==> src/sv/gate_show_sequencer_defines.svh <==
// Assertion macros for the gate show sequencer.
`ifndef GATE_SHOW_SEQUENCER_DEFINES_SVH
`define GATE_SHOW_SEQUENCER_DEFINES_SVH

`ifndef ASSERT_OFF
`define GSS_ASSERT(lbl, clk, rst, prop, msg) \
  lbl: assert property (@(posedge clk) disable iff (rst) prop) else $error(msg);
`define GSS_ASSERT_NORST(lbl, clk, prop, msg) \
  lbl: assert property (@(posedge clk) prop) else $error(msg);
`else
`define GSS_ASSERT(lbl, clk, rst, prop, msg)
`define GSS_ASSERT_NORST(lbl, clk, prop, msg)
`endif

`endif

==> src/sv/gss_pkg.sv <==
// Types, codes and helpers for the gate show sequencer.
package gss_pkg;

  localparam int S_DATA_W = 40;
  localparam int S_USER_W = 3;
  localparam int M_DATA_W = 16;
  localparam int TIME_W   = 32;

  localparam logic [TIME_W-1:0] OPEN_TIME_RESET = 32'd60000;

  localparam logic [2:0] REQ_POLL   = 3'd0;
  localparam logic [2:0] REQ_OPEN   = 3'd1;
  localparam logic [2:0] REQ_LIGHTS = 3'd2;
  localparam logic [2:0] REQ_PLAY   = 3'd3;
  localparam logic [2:0] REQ_SKIP   = 3'd4;
  localparam logic [2:0] REQ_STOP   = 3'd5;

  localparam logic [1:0] DOOR_NONE  = 2'd0;
  localparam logic [1:0] DOOR_OPEN  = 2'd1;
  localparam logic [1:0] DOOR_CLOSE = 2'd2;

  localparam logic [1:0] LIGHT_NONE = 2'd0;
  localparam logic [1:0] LIGHT_ON   = 2'd1;
  localparam logic [1:0] LIGHT_OFF  = 2'd2;

  localparam logic [2:0] AUD_NONE   = 3'd0;
  localparam logic [2:0] AUD_STOP   = 3'd1;
  localparam logic [2:0] AUD_INTRO  = 3'd2;
  localparam logic [2:0] AUD_PLAY   = 3'd3;
  localparam logic [2:0] AUD_NEXT   = 3'd4;
  localparam logic [2:0] AUD_PAUSE  = 3'd5;
  localparam logic [2:0] AUD_RESUME = 3'd6;

  localparam logic [3:0] CODE_BOOT    = 4'd0;
  localparam logic [3:0] CODE_IDLE    = 4'd1;
  localparam logic [3:0] CODE_INTRO   = 4'd2;
  localparam logic [3:0] CODE_OPENING = 4'd3;
  localparam logic [3:0] CODE_OPEN    = 4'd4;
  localparam logic [3:0] CODE_CLOSING = 4'd5;
  localparam logic [3:0] CODE_LIGHTS  = 4'd6;
  localparam logic [3:0] CODE_PLAYING = 4'd7;
  localparam logic [3:0] CODE_PAUSED  = 4'd8;

  typedef enum logic [8:0] {
    S_BOOT    = 9'b000000001,
    S_IDLE    = 9'b000000010,
    S_INTRO   = 9'b000000100,
    S_OPENING = 9'b000001000,
    S_OPEN    = 9'b000010000,
    S_CLOSING = 9'b000100000,
    S_LIGHTS  = 9'b001000000,
    S_PLAYING = 9'b010000000,
    S_PAUSED  = 9'b100000000
  } state_t;

  typedef struct packed {
    logic [2:0] audio;
    logic [1:0] light;
    logic [1:0] door;
    logic [3:0] cur_state;
  } result_t;

  function automatic logic [3:0] state_code(input state_t s);
    logic [3:0] c;
    unique case (s)
      S_BOOT:    c = CODE_BOOT;
      S_IDLE:    c = CODE_IDLE;
      S_INTRO:   c = CODE_INTRO;
      S_OPENING: c = CODE_OPENING;
      S_OPEN:    c = CODE_OPEN;
      S_CLOSING: c = CODE_CLOSING;
      S_LIGHTS:  c = CODE_LIGHTS;
      S_PLAYING: c = CODE_PLAYING;
      S_PAUSED:  c = CODE_PAUSED;
      default:   c = CODE_BOOT;
    endcase
    return c;
  endfunction

endpackage

==> src/sv/gate_show_sequencer.sv <==
// Gate show sequencer: event-driven show state machine with registered in and out beats.
// An accepted input beat passes the input register and then the result register to m_tvalid.
// Throughput: one beat per cycle unless m_tready stalls the output; the state decode,
// deadline add and compare sit between the input register and the result register.
// Reset (rst, synchronous): boot state, deadline zero, open time 60000 ms,
// both pipeline registers empty.
`include "gate_show_sequencer_defines.svh"

module gate_show_sequencer (
  input  logic                          clk,
  input  logic                          rst,
  input  logic                          s_tvalid,
  output logic                          s_tready,
  // audio_idle, doors_open, doors_closed, now_ms[31:0], zero fill
  input  logic [gss_pkg::S_DATA_W-1:0]  s_tdata,
  // req_type
  input  logic [gss_pkg::S_USER_W-1:0]  s_tuser,
  output logic                          m_tvalid,
  input  logic                          m_tready,
  // cur_state, door_cmd, light_cmd, audio_cmd, zero fill
  output logic [gss_pkg::M_DATA_W-1:0]  m_tdata,
  input  logic                          cfg_we,
  input  logic [gss_pkg::TIME_W-1:0]    cfg_wdata
);
  import gss_pkg::*;

  logic [TIME_W-1:0] open_time_ms;
  state_t            state;
  state_t            state_next;
  logic [TIME_W-1:0] open_deadline;
  logic [TIME_W-1:0] deadline_next;

  logic              s1_valid;
  logic [2:0]        s1_req;
  logic              s1_audio_idle;
  logic              s1_doors_open;
  logic              s1_doors_closed;
  logic [TIME_W-1:0] s1_now;

  logic              adv;
  logic              go_idle;
  logic              go_intro;
  logic              go_closing;
  result_t           res;

  assign adv      = s1_valid && (!m_tvalid || m_tready);
  assign s_tready = !s1_valid || adv;
  assign deadline_next = s1_now + open_time_ms;

  always_comb begin
    state_next = state;
    res.door   = DOOR_NONE;
    res.light  = LIGHT_NONE;
    res.audio  = AUD_NONE;
    go_idle    = 1'b0;
    go_intro   = 1'b0;
    go_closing = 1'b0;
    unique case (state)
      S_BOOT: begin
        go_idle = (s1_req == REQ_POLL);
      end
      S_IDLE: begin
        if (s1_req == REQ_OPEN) begin
          go_intro = 1'b1;
        end else if (s1_req == REQ_LIGHTS) begin
          state_next = S_LIGHTS;
          res.light  = LIGHT_ON;
        end else if (s1_req == REQ_PLAY) begin
          state_next = S_PLAYING;
          res.audio  = AUD_PLAY;
        end
      end
      S_INTRO: begin
        if (s1_req == REQ_POLL && s1_audio_idle) begin
          state_next = S_OPENING;
          res.audio  = AUD_PLAY;
        end else if (s1_req == REQ_OPEN) begin
          go_closing = 1'b1;
        end
      end
      S_OPENING: begin
        if (s1_req == REQ_POLL && s1_doors_open) begin
          state_next = S_OPEN;
        end else if (s1_req == REQ_OPEN) begin
          go_closing = 1'b1;
        end
      end
      S_OPEN: begin
        go_closing = (s1_req == REQ_POLL && s1_now > open_deadline) || (s1_req == REQ_OPEN);
      end
      S_CLOSING: begin
        go_idle = (s1_req == REQ_POLL) && s1_doors_closed;
      end
      S_LIGHTS: begin
        // lights off then on within the beat: only on is reported
        go_intro = (s1_req == REQ_OPEN);
        go_idle  = (s1_req == REQ_LIGHTS);
      end
      S_PLAYING: begin
        if (s1_req == REQ_POLL) begin
          if (s1_audio_idle) begin
            res.audio = AUD_PLAY;
          end
        end else if (s1_req == REQ_PLAY) begin
          state_next = S_PAUSED;
          res.audio  = AUD_PAUSE;
        end else if (s1_req == REQ_SKIP) begin
          res.audio = AUD_NEXT;
        end else if (s1_req == REQ_STOP) begin
          go_idle = 1'b1;
        end
      end
      S_PAUSED: begin
        if (s1_req == REQ_PLAY) begin
          state_next = S_PLAYING;
          res.audio  = AUD_RESUME;
        end else if (s1_req == REQ_STOP) begin
          go_idle = 1'b1;
        end
      end
      default: begin
      end
    endcase
    if (go_idle) begin
      state_next = S_IDLE;
      res.door   = DOOR_CLOSE;
      res.audio  = AUD_STOP;
      res.light  = LIGHT_OFF;
    end
    if (go_intro) begin
      state_next = S_INTRO;
      res.door   = DOOR_OPEN;
      res.light  = LIGHT_ON;
      res.audio  = AUD_INTRO;
    end
    if (go_closing) begin
      state_next = S_CLOSING;
      res.door   = DOOR_CLOSE;
    end
    res.cur_state = state_code(state_next);
  end

  always_ff @(posedge clk) begin
    if (rst) begin
      open_time_ms  <= OPEN_TIME_RESET;
      state         <= S_BOOT;
      open_deadline <= '0;
      s1_valid      <= 1'b0;
      m_tvalid      <= 1'b0;
    end else begin
      if (cfg_we) begin
        open_time_ms <= cfg_wdata;
      end
      if (s_tready) begin
        s1_valid <= s_tvalid;
      end
      if (adv) begin
        state <= state_next;
        if (go_intro) begin
          open_deadline <= deadline_next;
        end
      end
      if (adv) begin
        m_tvalid <= 1'b1;
      end else if (m_tready) begin
        m_tvalid <= 1'b0;
      end
    end
  end

  always_ff @(posedge clk) begin
    if (s_tvalid && s_tready) begin
      s1_req          <= s_tuser;
      s1_audio_idle   <= s_tdata[0];
      s1_doors_open   <= s_tdata[1];
      s1_doors_closed <= s_tdata[2];
      s1_now          <= s_tdata[TIME_W+2:3];
    end
    if (adv) begin
      m_tdata <= {{(M_DATA_W - $bits(result_t)){1'b0}}, res};
    end
  end

  `GSS_ASSERT_NORST(a_reset_clears, clk, rst |=> (state == S_BOOT) && !s1_valid && !m_tvalid, "reset did not clear control state")
  `GSS_ASSERT(a_result_matches_state, clk, rst, adv |=> m_tvalid && (m_tdata[3:0] == state_code(state)), "result state differs from state register")
  `GSS_ASSERT(a_deadline_load, clk, rst, adv && go_intro |=> (state == S_INTRO) && (open_deadline == $past(deadline_next)), "deadline not loaded on intro entry")
  `GSS_ASSERT(a_deadline_hold, clk, rst, !(adv && go_intro) |=> $stable(open_deadline), "deadline changed outside intro entry")
  `GSS_ASSERT(a_stall_holds_item, clk, rst, s1_valid && m_tvalid && !m_tready |=> s1_valid && $stable(s1_req) && $stable(state), "held beat lost during output stall")

endmodule

==> config.mk <==
export PLATFORM = sky130hd
export DESIGN_NAME = gate_show_sequencer
export DESIGN_NICKNAME = d
export VERILOG_FILES = /design/src/sv/gss_pkg.sv /design/src/sv/gate_show_sequencer.sv
export VERILOG_INCLUDE_DIRS = /design/src /design/src/sv
export SDC_FILE = /design/constraint.sdc
export NUM_CORES = 1
export LEC_CHECK = 0
export ABC_AREA = 1
export CELL_PAD_IN_SITES_DETAIL_PLACEMENT = 1
export CELL_PAD_IN_SITES_GLOBAL_PLACEMENT = 2
export CORE_MARGIN = 2
export CORE_UTILIZATION = 39
export CTS_BUF_LIST = sky130_fd_sc_hd__clkbuf_8
export DETAILED_ROUTE_END_ITERATION = 8
export DONT_BUFFER_PORTS = 1
export PLACE_DENSITY_LB_ADDON = 0.1
export SLEW_MARGIN = 20
export SYNTH_ARGS = -nofsm -noshare
export SYNTH_HDL_FRONTEND = slang
export SYNTH_SLANG_ARGS = --single-unit
==> constraint.sdc <==
create_clock -name clk -period 4.3 [get_ports clk]
set_clock_uncertainty 0.1 [all_clocks]
set_input_delay 1.29 -clock clk [delete_from_list [all_inputs] [get_ports clk]]
set_output_delay 1.29 -clock clk [all_outputs]
set_load 0.005 [all_outputs]
Word level (Yosys, flattened, before mapping) --
Index checks and enable logic that the tools add are counted.
Word-level totals: output and inout port bits 18, logic and storage cells 92, input port bits 80, bits in registers 124, memory bits (read-only) 0, bits in latches 0, bits in writable memories 0, memories 0
Operators by class: multiply operators 0, divide/modulo/power cells 0, magnitude comparators 1, shift operators 0, $add $sub $neg 1, reduce and logical (&&, ||, !) cells 15, bitwise logic cells 0, eq/ne operators 22, multiplexer cells 39
Operators with widths (count):
- 9-bit two-way mux | 10
- 9-bit case mux with 5 select lines | 1
- 32-bit adder | 1
- 32-bit > comparator | 1
- 4-bit case mux with 8 select lines | 1
- 9-bit by 2-bit equality test with 1-bit output, second input constant | 2
- 9-bit by 3-bit equality test with 1-bit output, second input constant | 2
- 9-bit by 4-bit equality test with 1-bit output, second input constant | 2
- 9-bit by 5-bit equality test with 1-bit output, second input constant | 2
- 9-bit by 6-bit equality test with 1-bit output, second input constant | 2
- 9-bit by 7-bit equality test with 1-bit output, second input constant | 2
- 9-bit by 8-bit equality test with 1-bit output, second input constant | 2
- 9-bit equality test, second input constant | 2
- 2-bit two-way mux | 6
- 3-bit two-way mux | 4
- 3-bit case mux with 4 select lines | 1
- 1-bit two-way mux | 11
- 9-bit by 1-bit equality test with 1-bit output, second input constant | 1
- 3-bit by 2-bit equality test with 1-bit output, second input constant | 2
- 3-bit equality test, second input constant | 2
- 1-bit logical AND | 6
- 6-bit two-way mux | 1
- 1-bit case mux with 5 select lines | 1
- 4-bit two-way mux | 1
- other kinds (9) | 12

Longest topological paths before layout --
Gate-level depths: netlist of the first run.
depth in word-level cells 11, depth in mapped cells 22, gate-level depth less buffers 22

Worst setup path after synthesis of the first run --
No wires, ideal clock.
kind input to output, start point input port m_tready, end point output port s_tready, stages on the path 2, slack 1.471 ns, path buffers 0, arrival time 1.439 ns, required time 2.910 ns, cell sequence inv_1 -> nand3_1
Between the ends: cells in the longest elaborated chain, start to end 3
RTL lines:
- start: declaration | RTL line gate_show_sequencer.sv:19 | input logic m_tready,
- 1-bit logical OR | RTL line gate_show_sequencer.sv:46 | assign adv = s1_valid && (!m_tvalid || m_tready);
- 1-bit logical AND | RTL line gate_show_sequencer.sv:46
- 1-bit logical OR | RTL line gate_show_sequencer.sv:47 | assign s_tready = !s1_valid || adv;
- end: declaration | RTL line gate_show_sequencer.sv:13 | output logic s_tready,
Every way passes these cells.

==> key figures, run 1 <==
Run status
  • Status: finished, final reports clean

Die
  • Die area: 0.0204 sq mm
  • Die Span Y: 143 um
  • Initial Util: 40.0%
  • Floorplan core area: 0.0188 sq mm
  • Chip width: 143 um
  • Number of placed I/O pins: 98
  • Row count: 50

Placement
  • Placed Cells: 1208
  • Post-DP HPWL: 16200 um
  • IO buf count: 0
  • Dpl ws: 1.31 ns
  • Routability cong.: 0.918

Synth
  • Synth warn: 0
  • Syn_area_per_cell: 7.79 sq um
  • Number of synthesized flops with an enable pin: 49
  • FFs w/ async S/R, synth: 0%
  • Synthesized cell area: 0.00752 sq mm
  • Cell count after synthesis: 966
  • Synth unique cells: 50
  • Sequential-to-total area share from yosys stat: 39.5%
  • Synth Flop Type: dfxtp_1
  • #FFs+latches synth: 124

Clocking
  • Clock network latency to the later pin of the worst-skew pair: 0.46 ns
  • CTS buffer count: 17
  • # H-tree levels: 4
  • # resized after CTS: 0
  • Number of setup buffers added after CTS: 0
  • Clock sinks: 124
  • Max clock buf depth: 2
  • CTS tree: built
  • Worst-path clk slew: 0.08 ns
  • Root Buffer: clkbuf_8
  • Hold-fix buffers, CTS: 0

Timing
  • Tcrit/Tclk final: 70.9%
  • Worst Hold Slack: 0.361 ns
  • Fmax: 328 MHz
  • RSZ-0062 raised after global routing: no
  • Worst setup margin: 1.25 ns
  • Final worst path period need: 3.05 ns
  • Fin. Hold Viols: 0
  • # setup viols final: 0
  • Worst slew pin tran: 0.947 ns
  • Setup_tns: 0 ns
  • Final Max Tran Viols: 0
  • Relative slew slack: 36.8%

Final layout
  • P&R area growth vs syn: 9.26%
  • Commonest non-fill, non-tap cells in the layout: nand2_1 (159), inv_1 (134), nor2_1 (107), a21oi_1 (88), o21ai_0 (82)
  • Fin nets: 1111
  • # diodes: 0
  • Commonest non-fill, non-tap cell in the layout: nand2_1
  • Fin cells: 1240
  • Share of layout cells above drive strength 1: 8.47%

Routing
  • DR vias: 6453
  • Residual DRC: 0
  • Detailed Route WL: 21400 um
  • DR pass1 iterations: 4
  • Via/cell ratio: 5.20
  • Post-DR wirelength/cell: 17.3 um
  • Post-DRT Antenna Nets: 0
  • DRT iter0 DRCs: 251

Worst setup path
  • Crit Path Class: flip-flop to flip-flop
  • Register-to-Register Setup Slack: 1.25 ns
  • Worst path required time: 4.41 ns
  • Crit path capture type: flip-flop
  • Worst r2r path cells: 14
  • Critical path arrival: 3.16 ns
  • Worst-path fanout max: 6
  • Worst Setup Start Kind: flip-flop
  • Reg2reg end: m_tdata[0]
  • RR Startpoint: s1_now[31]

Hold path
  • Min-Delay Startpoint: open_deadline[3]
  • Worst hold path type: flip-flop to flip-flop
  • Hold Path Stages: 2
  • Worst Hold Path EP: open_deadline[3]

Run
  • Max cap viols: 0

Global routing
  • Gr usage total: 22.0%
  • First-pass GRT wire length: 34900 um
  • Global-route congestion overflow total: 0
  • Vias in the first global route: 6923
  • Largest net degree at the start of global routing: 34
  • Initial antenna violation count: 0

Power and ir drop
  • Maximum vdd drop: 222 uV
  • Pwr/cell area: 360 mW/mm^2
  • LEAKAGE: 3.72 nW
[power by group]
group / switching (mW) / internal [mW]
Clock: 0.529 / 0.647
Combinational: 0.311 / 0.160
Sequential: 0.0387 / 1.28
Total: 0.879 / 2.08
[registers in the layout, indices dropped and copies added (netlist names)]
name,flops
s1_doors_open,1
m_tdata,11
m_tvalid,1
open_time_ms,32
s1_audio_idle,1
s1_valid,1
s1_doors_closed,1
open_deadline,32
s1_req,3
state,9
s1_now,32
[metal layers]
metal  routed length (um)  GRT usage, %  vias to the layer above
met3                  716          5.13                       40
met5                    0             0                        -
met2                10500          38.4                      100
li1                     -             -                     3209
met4                  421          6.93                        0
met1                 9820          26.9                     3104
[worst max-delay path: stages, from the launching register on]
cell,delay [ns]
edfxtp_1,0.47
ha_1,0.35
nand4_1,0.21
nor2_1,0.33
nand3_1,0.24
nor2_1,0.16
nor2_1,0.05
nand2_1,0.08
nand2_1,0.05
nand2_1,0.19
nand3_2,0.17
nand3_2,0.12
clkinv_1,0.10
nand2_1,0.11
nand3_1,0.07
[area by class of cell]
class / count / area (sq um)
Sequential cell: 124 / 2970
Inverter: 145 / 547
Timing Repair Buffer: 4 / 42.5
Multi-Input combinational cell: 675 / 3890
Fill cell: 2325 / 10600
Clock inverter: 14 / 194
Clock buffer: 18 / 248
Tap cell: 260 / 325
[worst max-delay path by stage]
stage,from,endpoint,slack (ns)
6_report,s1_now[31],m_tdata[0],1.25
5_1_grt,s1_now[0],open_deadline[16],0.92
4_1_cts,s1_now[31],m_tdata[0],1.24
3_5_place_dp,s1_now[0],open_deadline[16],1.31
3_3_place_gp,s1_now[0],open_deadline[20],1.37
2_1_floorplan,m_tready,s_tready,1.47
[cells in the mapped netlist, types with 3 or more instances]
library cell | count | share of area [%]
a21o_1 | 10 | 1.0
a21oi_1 | 88 | 5.9
a31oi_1 | 4 | 0.33
buf_2 | 3 | 0.20
buf_4 | 5 | 0.50
clkbuf_1 | 17 | 0.85
dfxtp_1 | 75 | 20
edfxtp_1 | 49 | 20
ha_1 | 63 | 10
inv_1 | 135 | 6.7
inv_2 | 8 | 0.40
nand2_1 | 159 | 7.9
nand2_2 | 7 | 0.58
nand2_4 | 3 | 0.45
nand3_1 | 44 | 2.9
nand3_2 | 5 | 0.67
nand4_1 | 17 | 1.4
nor2_1 | 107 | 5.3
nor2_2 | 4 | 0.33
nor2_4 | 5 | 0.75
nor3_1 | 11 | 0.73
nor4_1 | 3 | 0.25
o211ai_1 | 5 | 0.50
o21a_1 | 3 | 0.30
o21ai_0 | 82 | 5.5
o21ai_2 | 3 | 0.35
o21bai_1 | 5 | 0.50
xnor2_1 | 6 | 0.70
xor2_1 | 12 | 1.4
[cell families after synthesis]
group           after synthesis  share of synthesized area (%)
fa+ha+maj                    64                           10.7
flops                       124                           39.5
simple gates                375                           22.7
xor+xnor                     18                           2.10
buf+inv                     171                           8.96
compound gates              213                           15.9
other cells                   1                         0.0498
[per-stage QoR]
step | utilization, % | power (mW) | cell area (sq um)
after floorplan | - | 1.69 | 7540
final | 43.7 | 2.96 | 8220
after global placement | 41.3 | 1.80 | 7780
after CTS | 43.7 | 2.99 | 8220
after detailed placement | 41.3 | 1.81 | 7780
after global routing | 43.7 | 3.12 | 8220
Note: power is estimated with default switching activity, not from simulation.
==> run 2: changes to the inputs <==
--- a/config.mk
+++ b/config.mk
@@ -10,7 +10,7 @@
 export CELL_PAD_IN_SITES_DETAIL_PLACEMENT = 1
 export CELL_PAD_IN_SITES_GLOBAL_PLACEMENT = 2
 export CORE_MARGIN = 2
-export CORE_UTILIZATION = 39
+export CORE_UTILIZATION = 35
 export CTS_BUF_LIST = sky130_fd_sc_hd__clkbuf_8
 export DETAILED_ROUTE_END_ITERATION = 8
 export DONT_BUFFER_PORTS = 1
==> constraint.sdc (replaced) <==
create_clock -name clk -period 2.5 [get_ports clk]
set_clock_uncertainty 0.1 [all_clocks]
set_input_delay 0.75 -clock clk [delete_from_list [all_inputs] [get_ports clk]]
set_output_delay 0.75 -clock clk [all_outputs]
set_load 0.005 [all_outputs]
==> run 2 against run 1 <==
The run now ends with setup timing left. Fmax up 21%. Worst setup slack lost 1.3 ns. Non-clock buffer count up 94. Die area up 11%. Critical path depth is the same. Count of clock-buffer cells in the layout up 3. Hold slack worse by 0.097 ns. Total power rose by 79%. Core utilization up 1.4 points. Register-to-register slack worse by 1.3 ns. Clock power grew 63%. Sequential share of layout area is 4.9 points lower. Critical path type unchanged. Critical endpoint is now m_tdata[1]. Largest power group unchanged.
==> key figures, run 2 (synthesis results as in run 1) <==
Run status
  • Status: finished, violations left
  • Failing checks: setup timing

Routing
  • Post-DRT Antenna Nets: 0 (unchanged)
  • Residual DRC: 0 (unchanged)
  • DRT iter0 DRCs: 218 (-13%)
  • DR pass1 iterations: 4 (unchanged)
  • Via/cell ratio: 4.91 (-5.7%)
  • Post-DR wirelength/cell: 16.6 um (-4.1%)
  • DR vias: 6619 (+2.6%)
  • Detailed Route WL: 22400 um (+4.4%)

Clocking
  • Hold-fix buffers, CTS: 0 (unchanged)
  • Clock network latency to the later pin of the worst-skew pair: 0.46 ns (about the same)
  • # H-tree levels: 4 (unchanged)
  • Clock sinks: 124 (unchanged)
  • CTS buffer count: 17 (unchanged)
  • Worst-path clk slew: 0.08 ns (about the same)
  • Root Buffer: clkbuf_8
  • Max clock buf depth: 2 (unchanged)
  • CTS tree: built

Final layout
  • Top flop regs: open_deadline (32), open_time_ms (32), s1_now (32)
  • Fin cells: 1349 (+8.8%)
  • Fill cells: 2558 (+10%)
  • P&R area growth vs syn: 26.3%
  • Commonest non-fill, non-tap cells in the layout: inv_1 (134), nand2_1 (134), nor2_1 (97), buf_4 (92), a21oi_1 (79)
  • Sequential cell area: 0.00297 sq mm (unchanged)
  • Share of layout cells above drive strength 1: 24.7% (+16 points)
  • Area of the multi-input gates: 0.00445 sq mm (+14%)
  • Fin nets: 1205 (+8.5%)
  • # diodes: 0 (unchanged)

Global routing
  • Initial antenna violation count: 0 (unchanged)
  • GR Util met3: 3.33% (-1.8 points)
  • Grt met2 use: 36.2% (-2.2 points)
  • Largest net degree at the start of global routing: 47 (+38%)
  • Top Usage Layer GRT: met2
  • Global-route congestion overflow total: 0 (unchanged)
  • Vias in the first global route: 7027 (+1.5%)
  • First-pass GRT wire length: 35800 um (+2.6%)
  • GRT met1 Usage: 25.8% (-1.1 points)
  • Gr usage total: 20.4% (-1.6 points)

Timing
  • Setup_tns: -0.0355 ns (-0.0355 ns)
  • Final worst path period need: 2.52 ns (-0.530 ns)
  • Fin. Hold Viols: 0 (unchanged)
  • Worst setup margin: -0.0210 ns (-1.27 ns)
  • Worst slew pin tran: 0.658 ns (-0.289 ns)
  • # setup viols final: 3 (+3)
  • RSZ-0062 raised after global routing: yes
  • Worst Hold Slack: 0.264 ns (-0.0973 ns)
  • Fmax: 397 MHz (+21%)
  • Tcrit/Tclk final: 101% (+30 points)
  • Relative slew slack: 56.0% (+19 points)
  • Final Max Tran Viols: 0 (unchanged)

Worst setup path
  • Crit path capture type: flip-flop
  • Crit Path Class: flip-flop to flip-flop
  • Critical path arrival: 2.63 ns (-0.53 ns)
  • Worst-path fanout max: 6 (unchanged)
  • Worst Setup Start Kind: flip-flop
  • Worst path required time: 2.61 ns (-1.80 ns)

Placement
  • Routability cong.: 0.790 (-14%)
  • IO buf count: 0 (unchanged)
  • Post-DP HPWL: 16700 um (+2.8%)
  • Placed Cells: 1305 (+8.0%)

Run
  • Max cap viols: 0 (unchanged)

Power and ir drop
  • LEAKAGE: 4.28 nW (+15%)
  • Pwr Total: 5.31 mW (+79%)
  • Maximum vdd drop: 286 uV (+29%)
  • Pwr/cell area: 559 mW/mm^2 (+55%)

Die
  • Row count: 53 (+6.0%)
  • Floorplan core area: 0.0211 sq mm (+12%)
  • Number of placed I/O pins: 98 (unchanged)
  • Initial Util: 35.7% (-4.3 points)
  • Die area: 0.0227 sq mm (+11%)
  • Die Span Y: 151 um (+5.4%)
  • Chip width: 151 um (+5.4%)

Hold path
  • Worst hold path type: primary input to flip-flop
run 2: cell types whose count changed in the layout (fill, tap and decap cells not counted), sizes merged:
cell      change
inv           +4
buf          +94
clkbuf        +3
bufinv        -1
clkinv        -2
clkinvlp      -4
run 2: worst paths after layout:
path	slack, ns	to	start	depth (start not counted)
setup / recovery	-0.02	m_tdata[1]	s1_now[30]	14
hold / removal	0.26	s1_valid	rst	1
setup reg to reg	-0.02	m_tdata[1]	s1_now[30]	14
hold reg to reg	0.37	open_time_ms[5]	open_time_ms[5]	2
run 2: critical path, stage by stage, from the launching register on:
cell and delay, ns:
edfxtp_1 0.45, ha_4 0.30, nand4_1 0.14, nor2_1 0.14, buf_4 0.14, nand3_2 0.10, nor2_1 0.13, nor2_1 0.05
nand2_2 0.08, nand2_2 0.06, nand2_4 0.14, nand3_4 0.11, buf_6 0.14, nand4_1 0.10, nand3_1 0.09
run 2: final cells by class:
class	count	share of cell area, %
Inverter	145	5.78
Tap cell	275	3.62
Multi-Input combinational cell	675	46.9
Clock buffer	21	3.04
Sequential cell	124	31.3
Clock inverter	11	1.36
Timing Repair Buffer	98	8.07
run 2: what timing repair did:
| item | CTS | global route |
|---|---|---|
| buffers inserted | 5 | 8 |
| pin swaps | 8 | 37 |
| gates resized for setup | 35 | 96 |
| endpoints found under the setup margin | 20 | 25 |
run 2: power by group:
| part | internal (mW) | total (mW) | switching, mW |
|---|---|---|---|
| registers | 2.20 | 2.27 | 0.0718 |
| logic | 0.481 | 1.12 | 0.642 |
| clock network | 1.08 | 1.92 | 0.841 |
run 2: stage by stage:
step           utilization [%]  worst slack [ns]  area [sq um]
2_1_floorplan                -             0.168          7540
3_3_place_gp              39.9            -0.216          8410
3_5_place_dp              39.9            -0.234          8410
4_1_cts                   42.7           -0.0550          9010
5_1_grt                   45.1            -0.168          9500
6_report                  45.1           -0.0210          9500
run 2: layer usage:
| layer | share of wire, % | up-vias |
|---|---|---|
| li1 | - | 3394 |
| met1 | 47 | 3124 |
| met2 | 49 | 83 |
| met3 | 2.9 | 18 |
| met4 | 1.1 | 0 |
| met5 | 0 | - |
==> run 3: changes to the inputs <==
--- a/config.mk
+++ b/config.mk
@@ -10,7 +10,7 @@
 export CELL_PAD_IN_SITES_DETAIL_PLACEMENT = 1
 export CELL_PAD_IN_SITES_GLOBAL_PLACEMENT = 2
 export CORE_MARGIN = 2
-export CORE_UTILIZATION = 35
+export CORE_UTILIZATION = 39
 export CTS_BUF_LIST = sky130_fd_sc_hd__clkbuf_8
 export DETAILED_ROUTE_END_ITERATION = 8
 export DONT_BUFFER_PORTS = 1
==> constraint.sdc (replaced) <==
create_clock -name clk -period 2.6 [get_ports clk]
set_clock_uncertainty 0.1 [all_clocks]
set_input_delay 0.78 -clock clk [delete_from_list [all_inputs] [get_ports clk]]
set_output_delay 0.78 -clock clk [all_outputs]
set_load 0.005 [all_outputs]
==> run 3 against run 2 <==
The run now ends clean. Core utilization increased by 3.0 points. Hold slack improved by 0.020 ns. Via count rose by 0.59%. First-iteration DRC count rose by 4.1%. Register-to-register slack gained 0.04 ns. Total power is 3.1% lower. Final area fell by 4.8%. Count of clock-buffer cells in the layout shrank 4. Global-route usage up 2.4 points. Critical path depth up 1. Critical endpoint is now m_tdata[2].
==> key figures, run 3 (synthesis results as in run 1) <==
Timing
  • Fmax: 387 MHz (-2.4%)
  • Final Max Tran Viols: 0 (unchanged)
  • Final worst path period need: 2.58 ns (+0.0630 ns)
  • Worst slew pin tran: 0.689 ns (+0.0308 ns)
  • Tcrit/Tclk final: 99.4% (-1.5 points)
  • Relative slew slack: 54.0% (-2.1 points)
  • # setup viols final: 0 (-3)
  • RSZ-0062 raised after global routing: yes
  • Fin. Hold Viols: 0 (unchanged)

Die
  • Row count: 50 (-5.7%)
  • Chip width: 143 um (-5.1%)
  • Floorplan core area: 0.0188 sq mm (-11%)
  • Die Span Y: 143 um (-5.1%)
  • Number of placed I/O pins: 98 (unchanged)
  • Initial Util: 40.0% (+4.3 points)
  • Die area: 0.0204 sq mm (-10%)

Power and ir drop
  • LEAKAGE: 4.10 nW (-4.2%)
  • Pwr Total: 5.14 mW (-3.1%)
  • NetSw: 1.52 mW (-2.4%)
  • Switch share: 29.5% (+0.21 points)
  • Logic pwr share: 19.2% (-2.0 points)
  • Clock power frac: 38.4% (+2.3 points)
  • Maximum vdd drop: 325 uV (+14%)
  • Pwr/cell area: 568 mW/mm^2 (+1.7%)
  • Sequential power share: 42.4% (-0.3 points)
  • Int Pwr: 3.63 mW (-3.4%)

Routing
  • DR vias: 6658 (+0.59%)
  • Post-DR wirelength/cell: 17.4 um (+4.8%)
  • DRT iter0 DRCs: 227 (+4.1%)
  • Post-DRT Antenna Nets: 0 (unchanged)
  • DR pass1 iterations: 4 (unchanged)
  • Via/cell ratio: 5.10 (+4.0%)
  • Detailed Route WL: 22700 um (+1.4%)
  • Residual DRC: 0 (unchanged)

Clocking
  • Hold-fix buffers, CTS: 0 (unchanged)
  • CTS tree: built
  • Root Buffer: clkbuf_8
  • Max clock buf depth: 2 (unchanged)
  • Clock sinks: 124 (unchanged)
  • CTS buffer count: 17 (unchanged)
  • # H-tree levels: 4 (unchanged)
  • Clock network latency to the later pin of the worst-skew pair: 0.46 ns (about the same)
  • Worst-path clk slew: 0.08 ns (about the same)

Global routing
  • Gr usage total: 22.8% (+2.4 points)
  • Initial antenna violation count: 0 (unchanged)
  • Largest net degree at the start of global routing: 54 (+15%)
  • First-pass GRT wire length: 36200 um (+1.1%)
  • Vias in the first global route: 7156 (+1.8%)
  • Global-route congestion overflow total: 0 (unchanged)
  • GRT met1 Usage: 27.5% (+1.7 points)
  • Top Usage Layer GRT: met2
  • Grt met2 use: 41.3% (+5.1 points)
  • GR Util met3: 4.63% (+1.3 points)

Placement
  • Post-DP Area: 0.00819 sq mm (-2.6%)
  • Placed Cells: 1263 (-3.2%)
  • Routability cong.: 0.904 (+14%)
  • IO buf count: 0 (unchanged)
  • Post-DP HPWL: 16800 um (+0.60%)

Final layout
  • Fin cells: 1305 (-3.3%)
  • P&R area growth vs syn: 20.3%
  • Commonest non-fill, non-tap cells in the layout: nand2_1 (139), inv_1 (135), nor2_1 (105), a21oi_1 (77), dfxtp_1 (75)
  • Fin nets: 1176 (-2.4%)
  • Commonest non-fill, non-tap cell in the layout: nand2_1
  • Cell area after layout: 0.00905 sq mm (-4.8%)
  • Share of layout cells above drive strength 1: 20.1% (-4.6 points)
  • Top flop regs: open_deadline (32), open_time_ms (32), s1_now (32)
  • # diodes: 0 (unchanged)

Worst setup path
  • Worst path required time: 2.71 ns (+0.10 ns)
  • Worst-path fanout max: 6 (unchanged)
  • Crit path capture type: flip-flop
  • Crit Path Class: flip-flop to flip-flop
  • Worst Setup Start Kind: flip-flop
  • Critical path arrival: 2.70 ns (+0.07 ns)

Hold path
  • Worst hold path type: primary input to flip-flop

Run status
  • Status: finished, final reports clean

Run
  • Max cap viols: 0 (unchanged)
==> run 3: cell count changes in the layout (fill, tap and decap cells not counted), moves of 4 or more <==
cell	previous run	this run
buf_4	92	67
ha_4	15	7
clkbuf_8	21	17
nand2_1	134	139
buf_6	5	1
nor2_1	97	105
ha_1	43	51
nor2_2	12	6
==> run 3: metal layers <==
metal	wire length, um	vias up
met4	297	0
met3	628	20
met5	0	-
met2	11500	91
li1	-	3333
met1	10300	3214
==> run 3: path summary, 6_finish.rpt <==
check | from | to | slack (ns) | cells past startpoint
max | s1_now[31] | m_tdata[2] | 0.02 | 15
min | rst | s1_valid | 0.28 | 1
max reg2reg | s1_now[31] | m_tdata[2] | 0.02 | 15
min reg2reg | open_deadline[4] | open_deadline[4] | 0.36 | 2
==> run 3: timing repair <==
action	CTS	global route
pin swaps	8	22
endpoints found under the setup margin	12	21
buffers inserted	4	6
resized for setup	23	62
==> run 3: layout make-up <==
type	count	area, sq um
tap	260	325
timing repair buffer	69	534
sequential	124	2970
clock inverter	15	205
fill	2301	9780
clock buffer	17	234
multi-input combinational	675	4230
inverter	145	548
==> run 3: worst max-delay path: stages, from the launching register on <==
cell and delay (ns):
edfxtp_1 0.50, ha_4 0.29, nand4_1 0.15, nor2_1 0.06
buf_4 0.15, buf_4 0.13, a21oi_2 0.21, nand2_2 0.09
nand2_2 0.06, nand2_2 0.06, nand2_4 0.11, nand3_4 0.10
nand3_4 0.09, clkinv_2 0.07, nand2_2 0.08, nand3_1 0.07
==> run 3: stage by stage <==
step / hold WS, ns / TNS, ns / util, % / setup slack [ns]
2_1_floorplan: 0.335 / 0 / - / 0.268
3_3_place_gp: 0.343 / -0.662 / 43.5 / -0.162
3_5_place_dp: 0.354 / -1.16 / 43.5 / -0.242
4_1_cts: 0.259 / -0.0295 / 46.5 / -0.0166
5_1_grt: 0.250 / -0.749 / 48.1 / -0.166
6_report: 0.283 / 0 / 48.1 / 0.0159
==> run 3: power by group through the flow <==
stage,Combinational [mW],Clock [mW],Sequential (mW)
finish,0.987,1.97,2.18
floorplan,0.594,0,2.20
detailed placement,0.875,0,2.22
CTS,0.907,2.01,2.18
global route,1.11,2.09,2.19
global placement,0.846,0,2.22
